==> src/sv/facp_pkg.sv <==
`timescale 1ns / 1ps
`default_nettype none
// ----------------------------------------------------------------------------
// facp_pkg
// Types, byte codes and sizes shared by the framed ASCII command parser.
// ----------------------------------------------------------------------------
package facp_pkg;

	localparam int TEXT_BYTES = 20;
	localparam int TEXT_LEN_W = $clog2(TEXT_BYTES);

	localparam logic [7:0] BYTE_NUL   = 8'h00;
	localparam logic [7:0] BYTE_STX   = 8'h02;
	localparam logic [7:0] BYTE_ETX   = 8'h03;
	localparam logic [7:0] BYTE_SPACE = 8'h20;
	localparam logic [7:0] BYTE_TAB   = 8'h09;
	localparam logic [7:0] BYTE_CR    = 8'h0D;
	localparam logic [7:0] BYTE_PLUS  = 8'h2B;
	localparam logic [7:0] BYTE_MINUS = 8'h2D;
	localparam logic [7:0] BYTE_ZERO  = 8'h30;
	localparam logic [7:0] BYTE_NINE  = 8'h39;
	localparam logic [7:0] LETTER_M   = 8'h4D;
	localparam logic [7:0] LETTER_V   = 8'h56;
	localparam logic [7:0] LETTER_D   = 8'h44;
	localparam logic [7:0] LETTER_E   = 8'h45;
	localparam logic [7:0] LETTER_R   = 8'h52;

	localparam logic [31:0] MAG_CAP = 32'h8000_0000;
	localparam logic [31:0] POS_MAX = 32'h7FFF_FFFF;

	typedef logic [7:0]  rx_byte_t;
	typedef logic [2:0]  command_t;
	typedef logic signed [31:0] value_t;

	typedef enum logic [2:0] {
		KIND_NONE = 3'd0,
		KIND_M    = 3'd1,
		KIND_V    = 3'd2,
		KIND_D    = 3'd3,
		KIND_E    = 3'd4,
		KIND_R    = 3'd5
	} cmd_kind_t;

	typedef enum logic [2:0] {
		PH_SKIP = 3'b001,
		PH_NUM  = 3'b010,
		PH_STOP = 3'b100
	} num_phase_t;

	function automatic cmd_kind_t letter_kind(input logic [7:0] b);
		cmd_kind_t k;
		begin
			unique case (b)
				LETTER_M: k = KIND_M;
				LETTER_V: k = KIND_V;
				LETTER_D: k = KIND_D;
				LETTER_E: k = KIND_E;
				LETTER_R: k = KIND_R;
				default:  k = KIND_NONE;
			endcase
			return k;
		end
	endfunction

endpackage
`default_nettype wire

==> src/sv/facp_in_if.sv <==
`timescale 1ns / 1ps
`default_nettype none
// ----------------------------------------------------------------------------
// facp_in_if
// Received byte channel: valid/ready handshake with one byte per beat.
// ----------------------------------------------------------------------------
interface facp_in_if;
	import facp_pkg::*;

	logic     valid;
	logic     ready;
	rx_byte_t rx_byte;

	modport source (output valid, output rx_byte, input ready);
	modport sink   (input valid, input rx_byte, output ready);
endinterface
`default_nettype wire

==> src/sv/facp_out_if.sv <==
`timescale 1ns / 1ps
`default_nettype none
// ----------------------------------------------------------------------------
// facp_out_if
// Decoded command channel: valid/ready handshake, command and value per beat.
// ----------------------------------------------------------------------------
interface facp_out_if;
	import facp_pkg::*;

	logic     valid;
	logic     ready;
	command_t command;
	value_t   value;

	modport source (output valid, output command, output value, input ready);
	modport sink   (input valid, input command, input value, output ready);
endinterface
`default_nettype wire

==> src/sv/framed_ascii_command_parser_top.sv <==
`timescale 1ns / 1ps
`default_nettype none
// ----------------------------------------------------------------------------
// framed_ascii_command_parser_top
// Parses STX / letter / decimal text / ETX frames into command beats.
//
// Channels: rx carries one received byte per beat; res carries one
// command (0 M, 1 V, 2 D, 3 E, 4 R) and its saturated signed value per
// closed frame that had a command letter.
// Throughput: one byte per cycle unless held off by res (see Stall). A
// byte taken sits in the input register, is then decoded (x10 + digit,
// saturate) into the frame state, and any result it gives is registered
// in the result slot and shown on res from there.
// Stall: while res is held off, a byte that would need the busy result
// slot stays in the input register and rx.ready drops; bytes that cause
// no result keep flowing while a result waits.
// Reset: arst_n clears frame, command and decoder state and empties both
// registers; the block is ready for bytes as soon as reset is released.
// ----------------------------------------------------------------------------
module framed_ascii_command_parser_top (
	input  wire        clk,
	input  wire        arst_n,
	facp_in_if.sink    rx,
	facp_out_if.source res
);
	import facp_pkg::*;

	logic                  valid_s1;
	rx_byte_t              byte_s1;

	logic                  in_frame_q;
	cmd_kind_t             kind_q;
	logic                  appended_q;
	logic [TEXT_LEN_W-1:0] len_q;
	num_phase_t            phase_q;
	logic                  neg_q;
	logic [31:0]           mag_q;

	logic                  in_frame_d;
	cmd_kind_t             kind_d;
	logic                  appended_d;
	logic [TEXT_LEN_W-1:0] len_d;
	num_phase_t            phase_d;
	logic                  neg_d;
	logic [31:0]           mag_d;

	logic                  res_valid_q;
	command_t              command_q;
	value_t                value_q;

	cmd_kind_t             code;
	logic                  emit;
	logic                  clear;
	logic                  is_digit;
	logic                  is_space;
	logic                  is_sign;
	logic [35:0]           prod;
	logic [31:0]           cur_value;
	logic                  slot_free;
	logic                  advance;

	assign code     = letter_kind(byte_s1);
	assign is_digit = (byte_s1 >= BYTE_ZERO) && (byte_s1 <= BYTE_NINE);
	assign is_space = (byte_s1 == BYTE_SPACE) || ((byte_s1 >= BYTE_TAB) && (byte_s1 <= BYTE_CR));
	assign is_sign  = (byte_s1 == BYTE_PLUS) || (byte_s1 == BYTE_MINUS);
	assign prod     = {1'b0, mag_q, 3'b000} + {3'b000, mag_q, 1'b0}
	                + {28'd0, byte_s1 - BYTE_ZERO};
	assign cur_value = neg_q ? (32'd0 - mag_q) : ((mag_q > POS_MAX) ? POS_MAX : mag_q);

	always_comb begin
		in_frame_d = in_frame_q;
		kind_d     = kind_q;
		appended_d = appended_q;
		len_d      = len_q;
		phase_d    = phase_q;
		neg_d      = neg_q;
		mag_d      = mag_q;
		emit       = 1'b0;
		clear      = 1'b0;
		if (in_frame_q) begin
			if (code != KIND_NONE) begin
				kind_d     = code;
				appended_d = 1'b0;
			end else if (byte_s1 == BYTE_ETX) begin
				emit       = (kind_q != KIND_NONE);
				kind_d     = KIND_NONE;
				appended_d = 1'b0;
				in_frame_d = 1'b0;
				clear      = 1'b1;
			end else if (byte_s1 == BYTE_STX) begin
				if (appended_q) begin
					appended_d = 1'b0;
					kind_d     = KIND_NONE;
					clear      = 1'b1;
				end
			end else if (kind_q != KIND_NONE) begin
				appended_d = 1'b1;
				if ((byte_s1 != BYTE_NUL) && (len_q < TEXT_LEN_W'(TEXT_BYTES - 1))) begin
					len_d = len_q + 1'b1;
					if (phase_q != PH_STOP) begin
						if (is_digit) begin
							mag_d   = (prod > {4'd0, MAG_CAP}) ? MAG_CAP : prod[31:0];
							phase_d = PH_NUM;
						end else if ((phase_q == PH_SKIP) && is_space) begin
							phase_d = PH_SKIP;
						end else if ((phase_q == PH_SKIP) && is_sign) begin
							neg_d   = (byte_s1 == BYTE_MINUS);
							phase_d = PH_NUM;
						end else begin
							phase_d = PH_STOP;
						end
					end
				end
			end
		end
		if (byte_s1 == BYTE_STX) begin
			in_frame_d = 1'b1;
		end
		if (clear) begin
			len_d   = '0;
			phase_d = PH_SKIP;
			neg_d   = 1'b0;
			mag_d   = '0;
		end
	end

	assign slot_free = !res_valid_q || res.ready;
	assign advance   = valid_s1 && (slot_free || !emit);
	assign rx.ready  = !valid_s1 || advance;

	always_ff @(posedge clk or negedge arst_n) begin
		if (!arst_n) begin
			valid_s1 <= 1'b0;
		end else if (rx.ready) begin
			valid_s1 <= rx.valid;
		end
	end

	always_ff @(posedge clk) begin
		if (rx.ready && rx.valid) begin
			byte_s1 <= rx.rx_byte;
		end
	end

	always_ff @(posedge clk or negedge arst_n) begin
		if (!arst_n) begin
			in_frame_q <= 1'b0;
			kind_q     <= KIND_NONE;
			appended_q <= 1'b0;
			len_q      <= '0;
			phase_q    <= PH_SKIP;
			neg_q      <= 1'b0;
			mag_q      <= '0;
		end else if (advance) begin
			in_frame_q <= in_frame_d;
			kind_q     <= kind_d;
			appended_q <= appended_d;
			len_q      <= len_d;
			phase_q    <= phase_d;
			neg_q      <= neg_d;
			mag_q      <= mag_d;
		end
	end

	always_ff @(posedge clk or negedge arst_n) begin
		if (!arst_n) begin
			res_valid_q <= 1'b0;
		end else if (advance && emit) begin
			res_valid_q <= 1'b1;
		end else if (res.ready) begin
			res_valid_q <= 1'b0;
		end
	end

	always_ff @(posedge clk) begin
		if (advance && emit) begin
			command_q <= 3'(kind_q) - 3'd1;
			value_q   <= cur_value;
		end
	end

	assign res.valid   = res_valid_q;
	assign res.command = command_q;
	assign res.value   = value_q;

endmodule
`default_nettype wire

==> src/flat_wrapper.sv <==
// flat-port wrapper written by rule: the top's interface ports become plain ports
module framed_ascii_command_parser_top_flat import facp_pkg::*;
  (clk, arst_n, rx_valid, rx_rx_byte, rx_ready, res_valid, res_command, res_value, res_ready);
  facp_in_if rx_i ();
  facp_out_if res_i ();
  input  wire clk;
  input  wire arst_n;
  input wire logic [$bits(rx_i.valid)-1:0] rx_valid;
  input wire logic [$bits(rx_i.rx_byte)-1:0] rx_rx_byte;
  output wire logic [$bits(rx_i.ready)-1:0] rx_ready;
  output wire logic [$bits(res_i.valid)-1:0] res_valid;
  output wire logic [$bits(res_i.command)-1:0] res_command;
  output wire logic [$bits(res_i.value)-1:0] res_value;
  input wire logic [$bits(res_i.ready)-1:0] res_ready;
  assign rx_i.valid = rx_valid;
  assign rx_i.rx_byte = rx_rx_byte;
  assign rx_ready = rx_i.ready;
  assign res_valid = res_i.valid;
  assign res_command = res_i.command;
  assign res_value = res_i.value;
  assign res_i.ready = res_ready;
  framed_ascii_command_parser_top u_core (.clk(clk), .arst_n(arst_n), .rx(rx_i), .res(res_i));
endmodule
==> config.mk <==
export PLATFORM = sky130hd
export DESIGN_NAME = framed_ascii_command_parser_top_flat
export DESIGN_NICKNAME = d
export VERILOG_FILES = /design/src/sv/facp_pkg.sv /design/src/sv/facp_in_if.sv /design/src/sv/facp_out_if.sv /design/src/sv/framed_ascii_command_parser_top.sv /design/src/flat_wrapper.sv
export SDC_FILE = /design/constraint.sdc
export NUM_CORES = 1
export LEC_CHECK = 0
export BUFFER_PORTS_ARGS = -buffer_cell sky130_fd_sc_hd__buf_2
export CORE_AREA = 5 5 139 141
export DETAILED_ROUTE_END_ITERATION = 12
export DIE_AREA = 0 0 144 146
export SYNTH_ARGS = -nofsm -noshare
export SYNTH_HDL_FRONTEND = slang
export SYNTH_SLANG_ARGS = --single-unit
export TNS_END_PERCENT = 100
==> constraint.sdc <==
create_clock -name clk -period 8.6 [get_ports clk]
set_input_delay 1.29 -clock clk [delete_from_list [all_inputs] [get_ports clk]]
set_output_delay 1.29 -clock clk [all_outputs]
set_load 0.005 [all_outputs]
==> results.sh <==
export IMPL_wl_per_cell_um=17.5
export IMPL_crit_family="compound AO/OA/AOI/OAI gates"
export IMPL_cts_hold_buf=0
export IMPL_min_path_cells=2
export IMPL_grt_max_degree=49
export IMPL_crit_slowest_cell="xnor2_1"
export IMPL_drive_above_1_share=0.134
export IMPL_io_pins=49
export IMPL_total_power_mw=1.03
export IMPL_syn_to_final_growth_pct=9.86
export IMPL_holdCritPathClass="flip-flop to flip-flop"
export IMPL_multiInputGateArea_um2=4170
export IMPL_min_period_ps=5010
export IMPL_ff_latch_area_um2=2490
export IMPL_setup_ws_ps=3590
export IMPL_numCtsBuffers=9
export IMPL_timing_hold_ws_ps=507
export IMPL_critPathRequiredTime_ps=8880
export IMPL_cp_arrival_ps=5290
export IMPL_postSynthAreaPerCell_um2=9.64
export IMPL_crit_cells=15
export IMPL_post_route_period_util=0.582
export IMPL_cp_max_fo=22
export IMPL_antenna_cells=0
export IMPL_wl_um=17300
export IMPL_rsz0062_at_grt="no"
export IMPL_synth_edf_count=43
export IMPL_synth_top_cells_by_area="edfxtp_1 (18%), dfrtp_1 (17%), ha_1 (12%), a21oi_1 (4.3%), a32o_1 (4.3%)"
export IMPL_antenna_found_initial=0
export IMPL_drcViolationCount=0
export IMPL_maxCapViolCount=0
export IMPL_fp_dieH_um=146
export IMPL_grt_remaining_overflow=0
export IMPL_rows=49
export IMPL_synth_fp_nets=811
export IMPL_antenna_left=0
export IMPL_worst_setup_path_type="flip-flop to flip-flop"
export IMPL_max_stage_delay_ps=710
export IMPL_maxSlewHeadroom=0.281
export IMPL_first_global_vias=5536
export IMPL_synthFlopType="dfrtp_1"
export IMPL_cts_tree="yes"
export IMPL_htreeDepth=3
export IMPL_endpoint_kind="flip-flop"
export IMPL_ir_worst_vdd_mv=0.0999
export IMPL_worst_path_buf_inv=1
export IMPL_fin_worst_skew_ps=6.95
export IMPL_dp_hpwl_um=12900
export IMPL_grt_pass1_wl_um=28900
export IMPL_p_per_area_nw_per_um2=134
export IMPL_yosysSeqAreaShare=0.357
export IMPL_outcome="finished, final reports clean"
export IMPL_ff2ff_setup_slack_ps=3590
export IMPL_vias=5646
export IMPL_startpoint_type="flip-flop"
export IMPL_yosys_warnings=0
export IMPL_pre_cts_slack_ps=3660
export IMPL_design_die_area_um2=21000
export IMPL_synth_top_area_frac=0.185
export IMPL_drt_first_pass_iters=5
export IMPL_port_buffer_count=48
export IMPL_viasPerCell=5.70
export IMPL_nets=842
export IMPL_clk_pin_slew_ps=60
export IMPL_place_gp_congestion=0.907
export IMPL_track_usage=0.170
export IMPL_crit_path_frequent_cell="a21oi_1"
export IMPL_syn_instance_count=725
export IMPL_cts_setup_buffers=0
export IMPL_clockBufferDepth=2
export IMPL_drtIter0Drc=389
export IMPL_fill_cells=1778
export IMPL_ctsResizeCount=0
export IMPL_clock_sinks=91
export IMPL_worstMarginPinSlew_ps=1080
export IMPL_ys_types=84
export IMPL_final_core_util=0.430
export IMPL_cp_cell_sequence="ha_1 > xor2_1 > fa_1 > inv_1 > ha_1 > a21oi_1 > o211ai_1 > a21oi_1 > o21ai_2 > a21oi_1 > o21a_1 > o21ai_0 > xnor2_1 > a31o_2 > a32o_1"
export IMPL_die_x_um=144
export IMPL_max_freq_mhz=200
export IMPL_r2r_cells=15
export IMPL_finalSetupViolCount=0
export IMPL_ys_seq_elements=91
export IMPL_clockRootBuffer="clkbuf_16"
export IMPL_syn_area_um2=6990
export IMPL_cellLeakagePower_nw=3.60
export IMPL_yosysMostFrequentCell="ha_1"
export IMPL_start_util=0.392
export IMPL_yosys_top_cells_count="ha_1 (68), a21oi_1 (60), nand2_1 (54), dfrtp_1 (47), edfxtp_1 (43)"
export IMPL_synth_top_cell_by_area="edfxtp_1"
export IMPL_hold_viol_final=0
export IMPL_core_area_um2=17800
export IMPL_finalSetupTns_ps=0
export IMPL_slew_viol_final=0
export IMPL_clock_latency_ps=350
export IMPL_synthArstFlopShare=0.527
==> flip-flops by register name, indices dropped and copies added, names as in the netlist, 3 cells and up <==
name                flops
u_core.res.value       32
u_core.kind_q           3
u_core.mag_q           32
u_core.res.command      3
u_core.len_q            5
u_core.byte_s1          8
u_core.phase_q          3
==> layout make-up <==
class                   count  share of cell area
well taps                 229              0.0373
repair buffers             52              0.0352
multi-input cells         562               0.543
flip-flops and latches     91               0.325
clock inverters             6             0.00798
inverters                  40              0.0196
clock buffers              10              0.0326
==> path summary, 6_finish.rpt <==
| check | from | endpoint |
|---|---|---|
| worst min register to register | u_core.appended_q$_DFFE_PN0P_ | u_core.appended_q$_DFFE_PN0P_ |
| min in group asynchronous | arst_n | u_core.mag_q[30]$_DFFE_PN0P_ |
| max in group asynchronous | arst_n | u_core.phase_q[1]$_DFFE_PN0P_ |
| worst max register to register | u_core.byte_s1[4]$_DFFE_PP_ | u_core.mag_q[16]$_DFFE_PN0P_ |
| worst max-delay path | u_core.byte_s1[4]$_DFFE_PP_ | u_core.mag_q[16]$_DFFE_PN0P_ |
| worst min-delay path | u_core.appended_q$_DFFE_PN0P_ | u_core.appended_q$_DFFE_PN0P_ |
==> power by group <==
group | switching (mW) | total, mW | internal (mW) | leakage (nW)
sequential | 0.0235 | 0.498 | 0.475 | 1.12
combinational | 0.0722 | 0.120 | 0.0481 | 2.33
clock | 0.171 | 0.413 | 0.242 | 0.155
total | 0.267 | 1.03 | 0.765 | 3.60
==> tightest hold or removal path: stages, from the launching register on <==
cell	delay [ps]
dfrtp_1	340
a31oi_1	40
nor2_1	80
==> logic make-up after synthesis <==
| group | share of synthesized area |
|---|---|
| fa+ha+maj | 0.139 |
| mux | 0.0152 |
| buf+inv | 0.0482 |
| compound gates | 0.233 |
| xor+xnor | 0.0388 |
| simple gates | 0.169 |
| flops | 0.357 |
==> placed cells by master (no fill, tap or decap), types with 4 or more instances in the layout <==
master	n
fa_1	6
nand4_1	19
o211ai_1	5
o21a_1	11
nand2b_1	8
edfxtp_1	43
mux2i_1	8
nor4_1	8
clkbuf_16	10
or3_1	10
inv_1	38
o31a_2	4
nor2_1	41
nor3_1	24
a31oi_1	14
nor2b_1	5
a21oi_1	60
xnor2_1	21
ha_1	68
or4_1	4
dfrtp_1	47
a32o_1	30
o21ai_0	35
and3_1	7
buf_2	48
nand3_1	9
o31ai_1	5
xor2_1	10
nand2_1	54
a21o_1	11
and2_1	8
buf_4	4
a211oi_1	10
==> through the flow <==
step / std cells / area (um^2)
global placement: 974 / 7370
CTS: 990 / 7680
finish: 990 / 7680
floorplan: 725 / 6990
detailed placement: 974 / 7370
global route: 990 / 7680
==> per-layer routing <==
layer  up-vias  track usage  routed length (um)
met1      2699        0.242                8350
met4         0       0.0466                 249
met2       102        0.267                8020
li1       2827            -                   -
met3        18       0.0260                 670
met5         -            0                   0
Power figures use the tool's default switching activity.
